File: src/rtl/lfr_pkg.sv
package lfr_pkg;

  // pool size and derived widths
  localparam int NUM_FRAMES = 16;
  localparam int FRAME_W    = 4;
  localparam int IDX_W      = $clog2(NUM_FRAMES);
  localparam int COUNT_W    = $clog2(NUM_FRAMES + 1);
  localparam int PIN_W      = 8;

  // request action codes
  localparam logic [1:0] ACT_UNPIN  = 2'd0;
  localparam logic [1:0] ACT_PIN    = 2'd1;
  localparam logic [1:0] ACT_VICTIM = 2'd2;

  localparam logic [PIN_W-1:0] PIN_MAX = {PIN_W{1'b1}};

  // operation broadcast to every queue cell
  typedef enum logic [1:0] {
    CELL_HOLD,
    CELL_APPEND,
    CELL_REMOVE,
    CELL_ROTATE
  } cell_op_t;

  typedef struct packed {
    cell_op_t           op;
    logic [FRAME_W-1:0] frame;
    logic [FRAME_W-1:0] head;
  } cell_ctl_t;

  // queue outcome of one request
  typedef struct packed {
    logic [FRAME_W-1:0] victim_frame;
    logic               victim_valid;
    logic [COUNT_W-1:0] length;
  } q_status_t;

endpackage

File: src/rtl/lfr_cell.sv
module lfr_cell (
  input  logic                       clk,
  input  logic                       rst_n,
  input  lfr_pkg::cell_ctl_t         ctl,
  input  logic                       prev_valid,
  input  logic                       hit_in,
  input  logic [lfr_pkg::FRAME_W-1:0] next_id,
  input  logic                       next_valid,
  output logic [lfr_pkg::FRAME_W-1:0] id,
  output logic                       valid,
  output logic                       hit_out
);
  import lfr_pkg::*;

  logic [FRAME_W-1:0] id_r, id_nxt;
  logic               valid_r, valid_nxt;
  logic               match;

  // this cell or one nearer the head holds the frame
  assign match   = valid_r && (id_r == ctl.frame);
  assign hit_out = hit_in | match;

  // next contents from the broadcast operation and the neighbors
  always_comb begin
    id_nxt    = id_r;
    valid_nxt = valid_r;
    case (ctl.op)
      CELL_APPEND: begin
        if (!valid_r && prev_valid) begin
          id_nxt    = ctl.frame;
          valid_nxt = 1'b1;
        end
      end
      CELL_REMOVE: begin
        if (hit_out) begin
          id_nxt    = next_id;
          valid_nxt = next_valid;
        end
      end
      CELL_ROTATE: begin
        if (valid_r) begin
          id_nxt = next_valid ? next_id : ctl.head;
        end
      end
      default: begin
      end
    endcase
  end

  // occupancy
  always_ff @(posedge clk) begin
    if (!rst_n) begin
      valid_r <= 1'b0;
    end else begin
      valid_r <= valid_nxt;
    end
  end

  // frame id
  always_ff @(posedge clk) begin
    id_r <= id_nxt;
  end

  assign id    = id_r;
  assign valid = valid_r;

endmodule

File: src/rtl/lfr_queue.sv
module lfr_queue (
  input  logic                        clk,
  input  logic                        rst_n,
  input  logic                        req_en,
  input  logic [1:0]                  action,
  input  logic [lfr_pkg::FRAME_W-1:0] frame,
  input  logic                        in_range,
  output lfr_pkg::q_status_t          status
);
  import lfr_pkg::*;

  logic [COUNT_W-1:0]    count_r, count_nxt;
  logic [NUM_FRAMES-1:0] queued_r, queued_nxt;
  logic [FRAME_W-1:0]    ids    [NUM_FRAMES];
  logic [NUM_FRAMES-1:0] valids;
  logic [NUM_FRAMES:0]   hits;
  cell_ctl_t             ctl;
  logic                  is_queued;
  logic                  nonempty;

  assign is_queued = queued_r[frame[IDX_W-1:0]];
  assign nonempty  = (count_r != '0);

  // pick the operation and update count and presence map
  always_comb begin
    ctl.op     = CELL_HOLD;
    ctl.frame  = frame;
    ctl.head   = ids[0];
    count_nxt  = count_r;
    queued_nxt = queued_r;
    status.victim_frame = '0;
    status.victim_valid = 1'b0;
    if (action == ACT_UNPIN && in_range) begin
      if (!is_queued && count_r < COUNT_W'(NUM_FRAMES)) begin
        ctl.op     = CELL_APPEND;
        count_nxt  = count_r + 1'b1;
        queued_nxt[frame[IDX_W-1:0]] = 1'b1;
      end
    end else if (action == ACT_PIN && in_range) begin
      if (is_queued) begin
        ctl.op     = CELL_REMOVE;
        count_nxt  = count_r - 1'b1;
        queued_nxt[frame[IDX_W-1:0]] = 1'b0;
      end
    end else if (action == ACT_VICTIM) begin
      if (nonempty) begin
        ctl.op              = CELL_ROTATE;
        status.victim_frame = ids[0];
        status.victim_valid = 1'b1;
      end
    end
    if (!req_en) begin
      ctl.op = CELL_HOLD;
    end
    status.length = count_nxt;
  end

  // count and presence map
  always_ff @(posedge clk) begin
    if (!rst_n) begin
      count_r  <= '0;
      queued_r <= '0;
    end else if (req_en) begin
      count_r  <= count_nxt;
      queued_r <= queued_nxt;
    end
  end

  // chain of queue cells, head at cell 0
  assign hits[0] = 1'b0;

  for (genvar i = 0; i < NUM_FRAMES; i++) begin : g_cell
    logic               prev_v;
    logic [FRAME_W-1:0] nid;
    logic               nvalid;

    if (i == 0) begin : g_head
      assign prev_v = 1'b1;
    end else begin : g_body
      assign prev_v = valids[i-1];
    end

    if (i == NUM_FRAMES - 1) begin : g_tail
      assign nid    = '0;
      assign nvalid = 1'b0;
    end else begin : g_inner
      assign nid    = ids[i+1];
      assign nvalid = valids[i+1];
    end

    lfr_cell u_cell (
      .clk        (clk),
      .rst_n      (rst_n),
      .ctl        (ctl),
      .prev_valid (prev_v),
      .hit_in     (hits[i]),
      .next_id    (nid),
      .next_valid (nvalid),
      .id         (ids[i]),
      .valid      (valids[i]),
      .hit_out    (hits[i+1])
    );
  end

  // presence map and count agree
  a_map_count: assert property (@(posedge clk) disable iff (!rst_n)
    $countones(queued_r) == int'(count_r))
    else $error("presence map disagrees with queue count");

  // number of occupied cells equals the queue count
  a_cells_count: assert property (@(posedge clk) disable iff (!rst_n)
    $countones(valids) == int'(count_r))
    else $error("occupied cells disagree with queue count");

  // rotation keeps the length
  a_rotate_len: assert property (@(posedge clk) disable iff (!rst_n)
    ctl.op == CELL_ROTATE |=> $stable(count_r))
    else $error("victim rotation changed queue length");

endmodule

File: src/rtl/lru_frame_replacer_top.sv
// LRU frame replacer: pin counts plus a chain of queue cells in replacement order.
// Each accepted request's result is captured in the output register. Throughput:
// one request per cycle while in_stall is low; every queue cell compares, collapses
// and shifts in the same cycle, and a valid result holds while out_stall is high.
// Reset (rst_n low, synchronous): queue empty, presence map and pin counts zero.
module lru_frame_replacer_top (
  input  logic                        clk,
  input  logic                        rst_n,
  input  logic                        in_valid,
  output logic                        in_stall,
  input  logic [1:0]                  in_action,
  input  logic [lfr_pkg::FRAME_W-1:0] in_frame_id,
  output logic                        out_valid,
  input  logic                        out_stall,
  output logic [lfr_pkg::FRAME_W-1:0] out_victim_frame,
  output logic                        out_victim_valid,
  output logic [lfr_pkg::COUNT_W-1:0] out_queue_length,
  output logic [lfr_pkg::PIN_W-1:0]   out_pin_level
);
  import lfr_pkg::*;

  logic               accept;
  logic               in_range;
  logic [IDX_W-1:0]   idx;
  logic [PIN_W-1:0]   pin_counts_r [NUM_FRAMES];
  logic [PIN_W-1:0]   pin_cur, pin_new, level;
  logic               pin_wr;
  q_status_t          q_status;

  logic               out_valid_r;
  logic [FRAME_W-1:0] victim_frame_r;
  logic               victim_valid_r;
  logic [COUNT_W-1:0] queue_length_r;
  logic [PIN_W-1:0]   pin_level_r;

  // request handshake through the output register
  assign in_stall = out_valid_r & out_stall;
  assign accept   = in_valid & ~in_stall;

  assign in_range = (COUNT_W'(in_frame_id) < COUNT_W'(NUM_FRAMES));
  assign idx      = in_frame_id[IDX_W-1:0];

  // saturating pin count update
  always_comb begin
    pin_cur = in_range ? pin_counts_r[idx] : '0;
    pin_new = pin_cur;
    pin_wr  = 1'b0;
    if (in_range && in_action == ACT_UNPIN) begin
      pin_wr = 1'b1;
      if (pin_cur != '0) begin
        pin_new = pin_cur - 1'b1;
      end
    end else if (in_range && in_action == ACT_PIN) begin
      pin_wr = 1'b1;
      if (pin_cur != PIN_MAX) begin
        pin_new = pin_cur + 1'b1;
      end
    end
    level = in_range ? pin_new : '0;
  end

  // pin count storage
  always_ff @(posedge clk) begin
    if (!rst_n) begin
      for (int i = 0; i < NUM_FRAMES; i++) begin
        pin_counts_r[i] <= '0;
      end
    end else if (accept && pin_wr) begin
      pin_counts_r[idx] <= pin_new;
    end
  end

  // replacement order queue
  lfr_queue u_queue (
    .clk      (clk),
    .rst_n    (rst_n),
    .req_en   (accept),
    .action   (in_action),
    .frame    (in_frame_id),
    .in_range (in_range),
    .status   (q_status)
  );

  // output valid
  always_ff @(posedge clk) begin
    if (!rst_n) begin
      out_valid_r <= 1'b0;
    end else if (accept) begin
      out_valid_r <= 1'b1;
    end else if (!out_stall) begin
      out_valid_r <= 1'b0;
    end
  end

  // output payload
  always_ff @(posedge clk) begin
    if (accept) begin
      victim_frame_r <= q_status.victim_frame;
      victim_valid_r <= q_status.victim_valid;
      queue_length_r <= q_status.length;
      pin_level_r    <= level;
    end
  end

  assign out_valid        = out_valid_r;
  assign out_victim_frame = victim_frame_r;
  assign out_victim_valid = victim_valid_r;
  assign out_queue_length = queue_length_r;
  assign out_pin_level    = pin_level_r;

  // an accepted request always leaves a result behind
  a_accept_result: assert property (@(posedge clk) disable iff (!rst_n)
    accept |=> out_valid_r)
    else $error("accepted request produced no result");

  // a result without a victim carries frame zero
  a_victim_zero: assert property (@(posedge clk) disable iff (!rst_n)
    out_valid_r && !victim_valid_r |-> victim_frame_r == '0)
    else $error("victim frame set without a valid victim");

  // a stalled result stays put
  a_out_hold: assert property (@(posedge clk) disable iff (!rst_n)
    out_valid_r && out_stall |=> out_valid_r && $stable(queue_length_r)
      && $stable(pin_level_r) && $stable(victim_frame_r) && $stable(victim_valid_r))
    else $error("stalled result changed");

endmodule
File: config.mk
export PLATFORM = sky130hd
export DESIGN_NAME = lru_frame_replacer_top
export DESIGN_NICKNAME = d
export VERILOG_FILES = /design/src/rtl/lfr_pkg.sv /design/src/rtl/lfr_cell.sv /design/src/rtl/lfr_queue.sv /design/src/rtl/lru_frame_replacer_top.sv
export SDC_FILE = /design/constraint.sdc
export NUM_CORES = 1
export LEC_CHECK = 0
export ABC_CLOCK_PERIOD_IN_PS = 4400
export BUFFER_PORTS_ARGS = -buffer_cell sky130_fd_sc_hd__clkbuf_2
export CORE_AREA = 2 2 171 173
export DETAILED_ROUTE_END_ITERATION = 6
export DIE_AREA = 0 0 173 175
export PLACE_DENSITY_LB_ADDON = 0.1
export SKIP_LAST_GASP = 1
export SLEW_MARGIN = 20
export SYNTH_ARGS = -nofsm -noshare
export SYNTH_HDL_FRONTEND = slang
export SYNTH_SLANG_ARGS = --single-unit
File: constraint.sdc
create_clock -name clk -period 4.4 [get_ports clk]
set_input_delay 0.66 -clock clk [delete_from_list [all_inputs] [get_ports clk]]
set_output_delay 0.66 -clock clk [all_outputs]
set_load 0.05 [all_outputs]
# Yosys cells after proc, flatten, opt, wreduce, memory -nomap -nowiden
# Memories as Yosys holds them, arrays and structs flattened.
# Index checks and enable logic that the tools add are counted.
[word_totals] reg_bits=120 ramBits=128 input_bits=10 output_inout_bits=20 elab_cells=396 mem_count=1
[memory_table] memory="pin_counts_r" depth=16 word_bits=8 read_ports=1 rd_clocked_by_memory_dff=0 wr=16 line_no="lru_frame_replacer_top.sv:25" text="logic [PIN_W-1:0] pin_counts_r [NUM_FRAMES];"
[classes] add_sub_neg=4 order_cmp=3 n_eq_ne=72 mux=161 n_bitwise=23 reduce_logical=93
[op_table] operator="4-bit two-way mux" n=64
[op_table] operator="4-bit case mux with 3 select lines" n=16
[op_table] operator="2-bit != test (second input constant)" n=48
[op_table] operator="4-bit == test" n=16
[op_table] operator="16-bit two-way mux" n=4
[op_table] operator="4-bit AND reduction" n=16
[op_table] operator="3-bit AND reduction" n=15
[op_table] operator="1-bit two-way mux" n=44
[op_table] operator="8-bit two-way mux" n=5
[op_table] operator="1-bit logical AND" n=34
[op_table] operator="1-bit case mux with 2 select lines" n=16
[op_table] operator="5-bit two-way mux" n=4
[op_table] operator="16-bit AND" n=1
[op_table] operator="1-bit zero test" n=16
[op_table] operator="16-bit NOT" n=1
[op_table] operator="16-bit OR" n=1
[op_table] operator="1-bit OR" n=15
[op_table] operator="2-bit two-way mux" n=6
[op_table] operator="8-bit by 1-bit adder with 8-bit output (second input constant)" n=1
[op_table] operator="8-bit != test (second input constant)" n=1
[op_table] operator="8-bit nonzero test" n=1
[op_table] operator="8-bit OR reduction" n=1
[op_table] operator="8-bit by 1-bit subtractor with 8-bit output (second input constant)" n=1
[op_table] operator="2-bit == test (second input constant)" n=3
[op_table] operator="19 further kinds" n=26

# Longest topological paths before layout
# Gate-level depths: netlist of run 1.
[depth] word_depth=19 mapped_depth=17 depth_no_buf=13

# Modules after synthesis
# A second synthesis of run 1 with hierarchy kept.
[unflattened] cells_unflattened=1275 area_unflattened_um2=14445.1
[modules_own_cells] mod="lru_frame_replacer_top" n_inst=1 cells_each=501 area_per_inst_um2=7005.5 seq_area_each_um2=4404.2
[modules_own_cells] mod="lfr_cell" n_inst=16 cells_each=37 area_per_inst_um2=366.6 seq_area_each_um2=140.1
[modules_own_cells] mod="lfr_queue" n_inst=1 cells_each=182 area_per_inst_um2=1574.0 seq_area_each_um2=420.4

# Worst setup path after synthesis of run 1
# OpenSTA, ideal clock, no wires.
[synth_timing] path_type="input port to flip-flop" startpoint="input port in_frame_id[1] in the netlist's numbering" endpoint="register u_queue.g_cell[7].u_cell.id_r[0] (enable)" arrival_time_ns=4.143 path_slack_ns=-0.133 stages=16 path_buffers=4 path_cell_list="buf_6 -> buf_12 -> buf_8 -> buf_6 -> mux4_2 -> mux4_2 -> and2_1 -> o21ai_0 -> inv_1 -> ha_1 -> inv_1 -> a31o_1 -> nor3_1 -> nand3b_1 -> nor2_1 -> a2111oi_0"
[synth_via] elab_chain_len=11 word_cells_on_any_way=40 cone_classes="14 x eq/ne; 7 x mux; 7 x bitwise; 12 x reduce/logical"
[synth_rtl] item="start, declared" line_no="lru_frame_replacer_top.sv:12" text="input logic [lfr_pkg::FRAME_W-1:0] in_frame_id,"
[synth_rtl] item="branches (longest 10 deep; another with 1-bit binary-select mux with 4-bit select)"
[synth_rtl] item="4-bit AND reduction (no source line) *"
[synth_rtl] item="end signal, assigned" line_no="lfr_cell.sv:61" text="id_r <= id_nxt;"
[synth_rtl] item="end, declared" line_no="lfr_cell.sv:15" text="logic [FRAME_W-1:0] id_r, id_nxt;"
# Mark *: on every way between the ends. The select of a mux whose other input is x is not followed.
# A chain may end at the register's enable or synchronous reset.

# Worst setup path after layout of run 1
[layout_timing] startpoint="input port in_frame_id[0] in the netlist's numbering" endpoint="register u_queue.g_cell[15].u_cell.id_r[0] (enable)"
[layout_via] elab_chain_len=19 word_cells_on_any_way=64 cone_classes="22 x eq/ne; 7 x mux; 15 x bitwise; 20 x reduce/logical"
[layout_rtl] item="4-bit == test" line_no="lfr_cell.sv:20" text="assign match = valid_r && (id_r == ctl.frame);"
[layout_rtl] item="1-bit logical AND" line_no="lfr_cell.sv:20"
[layout_rtl] item="1-bit OR (15 in a row)" line_no="lfr_cell.sv:21" text="assign hit_out = hit_in | match;"
[layout_rtl] item="2-bit != test (no source line)"
[layout_rtl] item="4-bit AND reduction (no source line) *"
[layout_rtl] item="end signal, assigned" line_no="lfr_cell.sv:61"
[layout_rtl] item="end, declared" line_no="lfr_cell.sv:15"
# Every way passes the cells marked *; elsewhere a longest branch is shown, timed or not. The select of a mux whose other input is x is not followed.

==> metrics.csv, run 1 <==
stage,metric,value,unit
placed_design,DP Area,0.0142,sq mm
clock_network,CTS resizes,0,
pwr,Switching Share,0.261,
critical_path,Crit-path slowest cell,a2111oi_1,
logic_synthesis,"EDFF count, synth",210,
final_layout,Area Growth Syn to Fin,12.0,%
global_route,GRT Total Usage,0.227,
detailed_routing,Iteration-0 DRC Markers,752,
detailed_routing,DRC viols,0,
die,Initial Util,0.474,
logic_synthesis,"count leader, synth",edfxtp_1,
critical_path,Critical Setup Path Class,in -> reg,
die,total core area,0.0284,sq mm
clock_network,Clock Sinks,248,
pwr,Leakage,5.45,nW
placed_design,Final GP Congestion,0.789,
critical_path,CP endpoint,u_queue.g_cell[15].u_cell.id[0],
detailed_routing,final wirelength,34600,um
die,Top Ports,30,
final_layout,fin nets,1202,
logic_synthesis,Post-synth ARST share,0,
critical_path,Most common cell on crit path,mux4_2,
detailed_routing,Final ANT Viol Nets,0,
die,die area,0.0303,sq mm
final_layout,finished layout cell area,0.0151,sq mm
logic_synthesis,"top cells by area, synth","edfxtp_1, mux4_2, dfxtp_1, mux2_2, nor2_1",
logic_synthesis,synthesized area per cell,11.7,sq um
critical_path,Crit path required time,4.57,ns
pwr,Pwr Density,393,mW/mm^2
logic_synthesis,Mapped Nets,1173,
critical_path,Crit path depth,14,
detailed_routing,WL/cell,21.8,um
critical_path,CP Capture Type,flop,
global_route,vias in the first global route,9133,
pwr,Power Total,0.00593,W
pwr,switching power,0.00155,W
global_route,maximum number of pins on one net before global-route repair,77,
critical_path,CP bufs+invs,3,
logic_synthesis,Syn. warnings,0,
critical_path,CP Cell Sequence,"clkbuf_2, mux4_2, mux4_2, buf_4, nor3_4, o21ai_0, ha_2, inv_1, a31o_1, or3_1, nor4b_4, nand3_2, a211oi_1, a2111oi_1",
sta,period utilisation layout,0.888,
clock_network,worst-skew pair later-pin latency,0.55,ns
global_route,first-pass GRT wire length,53700,um
critical_path,r2r endpoint,u_queue.g_cell[15].u_cell.id[0],
critical_path,Worst EP arrival,4.08,ns
min_path,hold path cells,2,
flow_run,Max-Cap Viols,0,
die,Die X,173,um
sta,Fin. Hold Viols,0,
sta,skew final,0.0149,ns
critical_path,"CP delay by family, top",compound AO/OA/AOI/OAI gates,
clock_network,Worst-path clk slew,0.06,ns
global_route,initial antenna violation count,1,
clock_network,Setup Buffers After CTS,0,
clock_network,TritonCTS Buffers,28,
die,die height,175,um
final_layout,fraction of layout cells with a size suffix above 1,0.231,
critical_path,crit start category,input pin,
pwr,worst ir drop on vdd,318,uV
detailed_routing,Vias,9256,
detailed_routing,TritonRoute pass-1 iters,5,
final_layout,filler cell count,2536,
placed_design,dpl hpwl,22200,um
logic_synthesis,synthesized area,0.0135,sq mm
sta,max frequency,256,MHz
detailed_routing,average vias per placed instance,5.83,
global_route,global route total overflow,0,
critical_path,Critical Path Start,in_frame_id[0],
clock_network,clk root buf,clkbuf_16,
pwr,clock network fraction of total power,0.390,
clock_network,hold_buf cts,0,
sta,Slew @ Worst Pin,1.07,ns
critical_path,Critical Path Max Stage Delay,0.81,ns
run_status,outcome,"finished, final reports clean",
logic_synthesis,ys flop type,edfxtp_1,
placed_design,I/O Buffers,29,
logic_synthesis,most frequent cells after synthesis,"edfxtp_1, nor2_1, nand2_1",
sta,Fin Setup TNS,0,ns
sta,Setup Viol. Count Final,0,
logic_synthesis,Yosys top cell area share,0.469,
sta,worst relative slew slack,0.288,
logic_synthesis,sequential cell area fraction in the yosys report,0.525,
clock_network,worst-case clock buffer depth,3,
pwr,Int Power,0.00438,W
logic_synthesis,Syn Inst Count,1154,
die,Rows,62,
critical_path,Worst R2R Setup Slack,0.53,ns
clock_network,CTS H-tree depth,1,
pwr,Flop pwr share,0.464,
logic_synthesis,top cell type by total area after synthesis,edfxtp_1,
critical_path,"Max FO, Critical Path",6,
min_path,hold crit path type,in -> reg,
clock_network,CTS tree,yes,
sta,setup repair after global routing missed its margin,no,
pwr,Logic pwr share,0.146,
critical_path,R2R depth,13,
sta,min Tclk post-route,3.91,ns
logic_synthesis,post-synth cell types,80,
logic_synthesis,"FF+latch count, synth",248,
sta,Final Slew Violations,0,
sequential cells by signal, indices dropped and copies added (netlist names), named ones only:
name / cells
out_pin_level: 8
out_queue_length: 5
out_valid: 1
out_victim_frame: 4
out_victim_valid: 1
pin_counts_r: 128
u_queue.count_r: 5
u_queue.g_cell.u_cell.id: 64
u_queue.g_cell.u_cell.valid: 16
logic make-up (layout without fill, tap and decap cells):
group,Yosys count,count (layout),share of synthesized area
AO/OA/AOI/OAI,185,185,0.110
XOR/XNOR,72,72,0.0474
adder cells (fa/ha/maj),9,9,0.00837
buffers and inverters,129,179,0.0462
flip-flops,248,248,0.525
multiplexers,110,110,0.126
other,0,1,0
AND/OR/NAND/NOR,401,401,0.137
power by group through the flow:
| stage | registers [W] | clock network, W | logic (W) |
|---|---|---|---|
| finish | 0.00275 | 0.00231 | 0.000866 |
| global route | 0.00276 | 0.00245 | 0.000929 |
| CTS | 0.00275 | 0.00236 | 0.000870 |
| detailed placement | 0.00280 | 0 | 0.000866 |
| global placement | 0.00280 | 0 | 0.000861 |
| floorplan | 0.00281 | 0 | 0.000583 |
how the worst min path moves through the flow:
| stage | from | end | slack, ns |
|---|---|---|---|
| 2_1_floorplan | flop | flop | 0.43 |
| 3_3_place_gp | flop | flop | 0.44 |
| 3_5_place_dp | flop | flop | 0.45 |
| 4_1_cts | in_valid | out_valid | 0.32 |
| 5_1_grt | in_valid | out_valid | 0.33 |
| 6_report | in_valid | out_valid | 0.34 |
layout by cell type, fill, tap and decap left out, drive strengths merged, types with 10 or more instances in the layout:
cell type | synthesis | layout
and2 | 13 | 13
dfxtp | 38 | 38
nand3 | 35 | 35
mux2 | 66 | 66
mux4 | 37 | 37
nand2 | 113 | 113
buf | 33 | 65
nor2b | 10 | 10
clkbuf | 61 | 64
nor2 | 165 | 165
inv | 35 | 35
edfxtp | 210 | 210
xnor2 | 28 | 28
nor3 | 24 | 24
a221o | 57 | 57
clkinv | 0 | 12
xor2 | 44 | 44
a21oi | 37 | 37
o21ai | 26 | 26
area by class of cell:
type                    count  area, sq um  share of cell area
flip-flops and latches    248         7070               0.469
multi-input cells         777         5770               0.383
clock buffers              36          752              0.0499
repair buffers             93          716              0.0475
well taps                 384          480              0.0319
clock inverters            15          146             0.00972
inverters                  35          131             0.00872
diodes                      1         2.50            0.000166
per-stage QoR:
stage          cells  utilization  hold WS [ns]  setup WS (ns)
3_3_place_gp    1537        0.499         0.441         0.0694
2_1_floorplan   1154            -         0.429         0.0223
5_1_grt         1588        0.531         0.334          0.210
6_report        1589        0.531         0.340          0.491
3_5_place_dp    1537        0.499         0.445        -0.0487
4_1_cts         1588        0.531         0.316          0.474
per-layer routing:
metal | global-route usage | routed length (um) | part of all wire
met5 | 0 | 0 | 0
met4 | 0.0759 | 1020 | 0.029
met3 | 0.0287 | 1630 | 0.047
met2 | 0.394 | 17400 | 0.50
met1 | 0.297 | 14600 | 0.42
Power figures use the tool's default switching activity.
==> inputs of run 2 (changes only) <==
--- a/config.mk
+++ b/config.mk
@@ -11,6 +11,7 @@
 export DETAILED_ROUTE_END_ITERATION = 6
 export DIE_AREA = 0 0 173 175
 export PLACE_DENSITY_LB_ADDON = 0.1
+export RECOVER_POWER = 25
 export SKIP_LAST_GASP = 1
 export SLEW_MARGIN = 20
 export SYNTH_ARGS = -nofsm -noshare
==> run 2 against run 1 <==
Effect of this change:
- the run now ends with max-capacitance violations, max-slew violations left
- via count is essentially flat
- cell area shrank 0.37%
- first-iteration DRC count shrank 4.8%
- setup slack lost 0.066 ns
- die area is the same
- global-route usage is the same
- combinational power shrank 0.7%
- total power shrank 0.11%
- core utilization shrank 0.20 points
- critical path type unchanged
==> metrics.csv, run 2 (same netlist as run 1, synthesis figures left out) <==
stage,metric,value,unit,change
sta,setup repair after global routing missed its margin,no,,
pwr,Flop pwr share,0.465,,about the same
global_route,vias in the first global route,9133,,unchanged
placed_design,dpl hpwl,22200,um,unchanged
final_layout,filler cell count,2552,,+0.63%
final_layout,finished layout cell area,0.0150,sq mm,-0.37%
final_layout,fin nets,1202,,unchanged
run_status,outcome,finished with violations,,
critical_path,crit start category,input pin,,
die,total core area,0.0284,sq mm,unchanged
pwr,Switching Share,0.261,,about the same
die,die height,175,um,unchanged
detailed_routing,DRC viols,0,,unchanged
critical_path,Most common cell on crit path,mux4_2,,
sta,skew final,0.0141,ns,-0.000823 ns
final_layout,fin cells,1589,,unchanged
clock_network,CTS H-tree depth,1,,unchanged
sta,Final Slew Violations,29,,+29
final_layout,final core occ,0.529,,-0.00198
critical_path,Crit path required time,4.57,ns,about the same
placed_design,Cells after DPL,1537,,unchanged
final_layout,fraction of layout cells with a size suffix above 1,0.208,,-0.0224
critical_path,Crit-path slowest cell,a2111oi_1,,
global_route,first-pass GRT wire length,53700,um,unchanged
critical_path,Critical Setup Path Class,in -> reg,,
critical_path,Worst EP arrival,4.15,ns,+0.07 ns
clock_network,worst-skew pair later-pin latency,0.55,ns,about the same
critical_path,Critical Path Max Stage Delay,0.81,ns,about the same
sta,Setup Viol. Count Final,0,,unchanged
clock_network,CTS tree,yes,,
detailed_routing,Iteration-0 DRC Markers,716,,-4.8%
global_route,GRT Total Usage,0.227,,unchanged
die,die area,0.0303,sq mm,unchanged
pwr,Leakage,5.36,nW,-1.6%
pwr,worst ir drop on vdd,321,uV,+0.88%
final_layout,largest reg by FF count,pin_counts_r,,
clock_network,worst-case clock buffer depth,3,,unchanged
die,Rows,62,,unchanged
placed_design,DP Area,0.0142,sq mm,unchanged
sta,Slew @ Worst Pin,1.76,ns,+0.698 ns
die,Initial Util,0.474,,unchanged
final_layout,"most common cell after layout, fill and taps aside",edfxtp_1,,
final_layout,"commonest non-fill, non-tap cells in the layout","edfxtp_1, nor2_1, nand2_1, mux2_2, a221o_1",,
sta,Fin. Hold Viols,0,,unchanged
placed_design,Final GP Congestion,0.789,,unchanged
global_route,initial antenna violation count,1,,unchanged
detailed_routing,Final ANT Viol Nets,0,,unchanged
sta,worst relative slew slack,-0.176,,-0.465
pwr,Pwr Density,394,mW/mm^2,+0.27%
detailed_routing,TritonRoute pass-1 iters,5,,unchanged
clock_network,Clock Sinks,248,,unchanged
global_route,global route total overflow,0,,unchanged
final_layout,Area Growth Syn to Fin,11.6,%,
sta,min Tclk post-route,3.98,ns,+0.0657 ns
final_layout,max reg flops,128,,unchanged
pwr,switching power,0.00154,W,about the same
global_route,maximum number of pins on one net before global-route repair,77,,unchanged
pwr,clock network fraction of total power,0.390,,about the same
critical_path,CP Cell Sequence,"clkbuf_2, mux4_2, mux4_2, clkbuf_1, nor3_1, o21ai_0, ha_2, inv_1, a31o_1, or3_1, nor4b_4, nand3_2, a211oi_1, a2111oi_1",,
die,Die X,173,um,unchanged
sta,period utilisation layout,0.903,,+0.0149
critical_path,CP Capture Type,flop,,
min_path,hold crit path type,in -> reg,,
detailed_routing,Vias,9252,,-0.043%
die,Top Ports,30,,unchanged
flow_run,Max-Cap Viols,1,,+1
detailed_routing,WL/cell,21.8,um,+0.20%
critical_path,"Max FO, Critical Path",6,,unchanged
pwr,Int Power,0.00438,W,-0.11%
clock_network,clk root buf,clkbuf_16,,
critical_path,Worst R2R Setup Slack,0.46,ns,-0.07 ns
clock_network,hold_buf cts,0,,unchanged
run_status,failing checks,"max-capacitance violations, max-slew violations",,
clock_network,CTS resizes,0,,unchanged
sta,max frequency,252,MHz,-1.7%
detailed_routing,final wirelength,34700,um,+0.20%
clock_network,Setup Buffers After CTS,0,,unchanged
clock_network,TritonCTS Buffers,28,,unchanged
pwr,Logic pwr share,0.145,,about the same
clock_network,Worst-path clk slew,0.06,ns,about the same
placed_design,I/O Buffers,29,,unchanged
detailed_routing,average vias per placed instance,5.82,,about the same
run 2: final timing paths:
path,start,to,cells after the start
worst min-delay path,in_valid,out_valid,2
worst max-delay path,in_frame_id[0],u_queue.g_cell[15].u_cell.id[0],14
worst min register to register,flop,flop,2
worst max register to register,flop,u_queue.g_cell[15].u_cell.id[0],13
run 2: layout make-up:
class	count	area (sq um)	area share
sequential	248	7070	0.471
multi-input combinational	777	5760	0.384
clock buffer	36	752	0.0501
timing repair buffer	93	671	0.0447
tap	384	480	0.0320
clock inverter	15	146	0.00975
inverter	35	131	0.00875
antenna	1	2.50	0.000167
run 2: critical path, delay by kind of cell:
family	cells	cell delay, ns
buffers and inverters	3	0.38
muxes	2	1.04
and+or+nand+nor	4	0.60
AOI/OAI and AO/OA	4	1.25
adders and majority gates	1	0.24
run 2: power groups by stage:
stage	clock, W	sequential, W	combinational (W)
floorplan	0	0.00281	0.000583
global placement	0	0.00280	0.000861
detailed placement	0	0.00280	0.000866
CTS	0.00236	0.00275	0.000870
global route	0.00245	0.00276	0.000923
finish	0.00231	0.00275	0.000860
run 2: routing by layer:
| metal | share of wire | vias to the layer above | track usage |
|---|---|---|---|
| li1 | - | 4327 | - |
| met5 | 0 | - | 0 |
| met1 | 0.42 | 4601 | 0.297 |
| met2 | 0.50 | 259 | 0.394 |
| met4 | 0.029 | 0 | 0.0759 |
| met3 | 0.046 | 65 | 0.0287 |
run 2: per-stage QoR:
| stage | total power, W | hold slack (ns) | setup WS, ns | setup TNS (ns) |
|---|---|---|---|---|
| 2_1_floorplan | 0.00339 | 0.429 | 0.0223 | 0 |
| 3_5_place_dp | 0.00366 | 0.445 | -0.0487 | -0.195 |
| 4_1_cts | 0.00598 | 0.316 | 0.474 | 0 |
| 6_report | 0.00592 | 0.338 | 0.425 | 0 |
| 3_3_place_gp | 0.00366 | 0.441 | 0.0694 | 0 |
| 5_1_grt | 0.00614 | 0.334 | 0.146 | 0 |
==> inputs of run 3 (changes only) <==
--- a/config.mk
+++ b/config.mk
@@ -5,11 +5,12 @@
 export SDC_FILE = /design/constraint.sdc
 export NUM_CORES = 1
 export LEC_CHECK = 0
+export ABC_AREA = 1
 export ABC_CLOCK_PERIOD_IN_PS = 4400
 export BUFFER_PORTS_ARGS = -buffer_cell sky130_fd_sc_hd__clkbuf_2
-export CORE_AREA = 2 2 171 173
+export CORE_AREA = 2 2 168 170
 export DETAILED_ROUTE_END_ITERATION = 6
-export DIE_AREA = 0 0 173 175
+export DIE_AREA = 0 0 170 172
 export PLACE_DENSITY_LB_ADDON = 0.1
 export RECOVER_POWER = 25
 export SKIP_LAST_GASP = 1
==> run 3 against run 2 <==
Effect of this change:
- the run still ends with max-capacitance violations, max-slew violations left
- combinational power shrank 2.7%
- non-clock buffer count shrank 20
- largest cell class unchanged
- clock power is essentially flat
- critical path type unchanged
- critical path depth grew 9
- wire length grew 5.0%
- core utilization shrank 0.76 points
- sequential cell count is the same
==> metrics.csv, run 3 <==
stage,metric,value,unit,change
detailed_routing,TritonRoute pass-1 iters,6,,+1
sta,Fin. Hold Viols,0,,unchanged
clock_network,clk root buf,clkbuf_16,,
min_path,hold endpoint,out_valid,,
global_route,global route total overflow,0,,unchanged
logic_synthesis,"top cells by area, synth","edfxtp_1, dfxtp_1, nand2_1, o221ai_1, nor2_1",,
pwr,worst ir drop on vdd,249,uV,-22%
clock_network,Worst-path clk slew,0.06,ns,about the same
final_layout,max reg flops,128,,unchanged
min_path,hold crit path type,in -> reg,,
placed_design,Final GP Congestion,0.838,,+6.2%
critical_path,r2r endpoint,u_queue.g_cell[12].u_cell.id[0],,
clock_network,CTS tree,yes,,
logic_synthesis,"FF+latch count, synth",248,,unchanged
logic_synthesis,"count leader, synth",edfxtp_1,,
die,die area,0.0292,sq mm,-3.4%
clock_network,CTS H-tree depth,1,,unchanged
critical_path,Worst EP arrival,3.90,ns,-0.25 ns
final_layout,filler cell count,2537,,-0.59%
logic_synthesis,ys flop type,edfxtp_1,,
sta,setup repair after global routing missed its margin,no,,
sta,Setup Viol. Count Final,0,,unchanged
global_route,vias in the first global route,9689,,+6.1%
die,Top Ports,30,,unchanged
final_layout,fraction of layout cells with a size suffix above 1,0.136,,-0.0728
clock_network,hold_buf cts,0,,unchanged
global_route,GRT Total Usage,0.251,,+0.0235
logic_synthesis,most frequent cells after synthesis,"edfxtp_1, nand2_1, nor2_1",,
global_route,first-pass GRT wire length,56200,um,+4.6%
sta,period utilisation layout,0.828,,-0.0752
logic_synthesis,Yosys top cell area share,0.485,,+0.0164
global_route,initial antenna violation count,0,,-1
clock_network,CTS resizes,0,,unchanged
final_layout,sequential cell area,0.00707,sq mm,unchanged
sta,max frequency,274,MHz,+9.1%
detailed_routing,Iteration-0 DRC Markers,1312,,+83%
final_layout,fin cells,1732,,+9.0%
final_layout,Area Growth Syn to Fin,10.2,%,
critical_path,Crit path required time,4.65,ns,+0.08 ns
sta,min Tclk post-route,3.64,ns,-0.331 ns
min_path,Hold Crit Start,in_valid,,
clock_network,worst-case clock buffer depth,3,,unchanged
placed_design,dpl hpwl,24100,um,+8.3%
global_route,GRT met3 Usage,0.0394,,+0.0106
run_status,failing checks,"max-capacitance violations, max-slew violations",,
run_status,outcome,finished with violations,,
clock_network,TritonCTS Buffers,28,,unchanged
sta,Fin Setup TNS,0,ns,unchanged
pwr,Leakage,5.40,nW,+0.73%
detailed_routing,Vias,10400,,+12%
sta,Final Slew Violations,41,,+41%
logic_synthesis,synthesized area per cell,9.67,sq um,-17%
logic_synthesis,sequential cell area fraction in the yosys report,0.544,,+0.0184
detailed_routing,average vias per placed instance,6.00,,+3.0%
clock_network,Setup Buffers After CTS,0,,unchanged
logic_synthesis,post-synth cell types,50,,-38%
clock_network,worst-skew pair later-pin latency,0.54,ns,about the same
critical_path,Worst R2R Setup Slack,0.88,ns,+0.42 ns
global_route,GR peak layer,met1,,
critical_path,"Max FO, Critical Path",7,,+1
pwr,Pwr Density,414,mW/mm^2,+4.9%
critical_path,Critical Setup Path Class,in -> reg,,
final_layout,Multi-input gate area,0.00486,sq mm,-16%
clock_network,Clock Sinks,248,,unchanged
critical_path,CP Capture Type,flop,,
logic_synthesis,Syn. warnings,0,,unchanged
logic_synthesis,top cell type by total area after synthesis,edfxtp_1,,
global_route,grt met1 use,0.381,,+0.0845
detailed_routing,Final ANT Viol Nets,0,,unchanged
final_layout,"most common cell after layout, fill and taps aside",edfxtp_1,,
min_path,hold path cells,3,,+1
sta,skew final,0.00863,ns,-0.00546 ns
placed_design,I/O Buffers,29,,unchanged
sta,Slew @ Worst Pin,1.63,ns,-0.136 ns
logic_synthesis,Syn Inst Count,1344,,+16%
detailed_routing,final wirelength,36400,um,+5.0%
logic_synthesis,Post-synth ARST share,0,,unchanged
die,total core area,0.0275,sq mm,-3.2%
final_layout,fin nets,1385,,+15%
detailed_routing,WL/cell,21.0,um,-3.7%
global_route,maximum number of pins on one net before global-route repair,41,,-47%
logic_synthesis,"EDFF count, synth",210,,unchanged
logic_synthesis,synthesized area,0.0130,sq mm,-3.4%
global_route,met2 usage in global routing,0.378,,-0.0162
sta,worst relative slew slack,-0.0858,,+0.0906
final_layout,largest reg by FF count,pin_counts_r,,
die,Die X,170,um,-1.7%
die,Rows,61,,-1.6%
placed_design,Cells after DPL,1682,,+9.4%
die,die height,172,um,-1.7%
final_layout,Antenna diodes,0,,-1
critical_path,crit start category,input pin,,
flow_run,Max-Cap Viols,2,,+1
die,Initial Util,0.473,,-0.000737
logic_synthesis,Mapped Nets,1363,,+16%
detailed_routing,DRC viols,0,,unchanged
final_layout,"commonest non-fill, non-tap cells in the layout","edfxtp_1, nand2_1, nor2_1, inv_1, a21oi_1",,
critical_path,R2R depth,21,,+8
## run 3: cell types whose count changed after synthesis, moves of 35 or more
| cell | delta |
|---|---|
| inv_1 | +104 |
| o221ai_1 | +60 |
| mux2_2 | -64 |
| nand2_1 | +87 |
| a22oi_1 | +59 |
| a21oi_1 | +53 |
| a221o_1 | -57 |
| mux4_2 | -35 |
## run 3: cell type report
cell class | count | share of cell area
flip-flops and latches | 248 | 0.494
multi-input cells | 860 | 0.340
inverters | 155 | 0.0412
clock inverters | 18 | 0.0128
repair buffers | 73 | 0.0327
clock buffers | 32 | 0.0500
well taps | 346 | 0.0302
## run 3: worst max-delay path by stage
stage | end | slack (ns) | startpoint | depth (start not counted)
5_1_grt | u_queue.g_cell[15].u_cell.id[2] | 0.38 | in_frame_id[1] | 20
6_report | u_queue.g_cell[12].u_cell.id[0] | 0.76 | in_frame_id[1] | 23
3_3_place_gp | u_queue.g_cell[15].u_cell.id[1] | 0.42 | in_frame_id[1] | 20
4_1_cts | u_queue.g_cell[15].u_cell.id[2] | 0.89 | in_frame_id[1] | 20
2_1_floorplan | u_queue.g_cell[12].u_cell.id[0] | 0.1 | out_stall | 16
3_5_place_dp | u_queue.g_cell[15].u_cell.id[1] | 0.33 | in_frame_id[1] | 20
## run 3: power by group
group	switching, W	internal (W)
Combinational	0.000620	0.000216
Clock	0.000953	0.00134
Sequential	0.0000888	0.00270
## run 3: routing by layer
| metal | share of wire | vias up |
|---|---|---|
| li1 | - | 4823 |
| met4 | 0.017 | 0 |
| met3 | 0.084 | 52 |
| met1 | 0.46 | 5053 |
| met5 | 0 | - |
| met2 | 0.43 | 459 |
## run 3: cell families (layout without fill, tap and decap cells)
kind of cell	count (synthesis)	count (layout)	share of synthesized area
compound gates	330	330	0.171
buf+inv	236	278	0.0802
xor+xnor	23	23	0.0155
flops	248	248	0.544
fa+ha+maj	9	9	0.00866
simple gates	498	498	0.181
## run 3: per-stage QoR
step / instance area, sq um / setup slack, ns / util / hold WS (ns) / power [W]
finish: 14300 / 0.756 / 0.521 / 0.364 / 0.00592
global route: 14300 / 0.380 / 0.521 / 0.391 / 0.00614
CTS: 14400 / 0.887 / 0.523 / 0.361 / 0.00596
detailed placement: 13500 / 0.327 / 0.491 / 0.447 / 0.00367
global placement: 13500 / 0.424 / 0.491 / 0.447 / 0.00367
floorplan: 13000 / 0.0972 / - / 0.423 / 0.00343
## run 3: critical path: stages
cell and delay (ns):
clkbuf_2 0.25, nor2_4 0.11, a22oi_2 0.19, o221ai_1 0.15, nand2_1 0.08, nand2_1 0.06
inv_2 0.04, nand2_1 0.09, nor2_1 0.32, nand2_4 0.10, a21oi_1 0.24, inv_1 0.10
ha_1 0.23, nand3_1 0.17, nor2_1 0.08, nand4_1 0.12, nor2_1 0.08, nand4_1 0.13
nor2_1 0.10, nand2_1 0.06, nand2_1 0.07, a211oi_1 0.24, buf_4 0.20
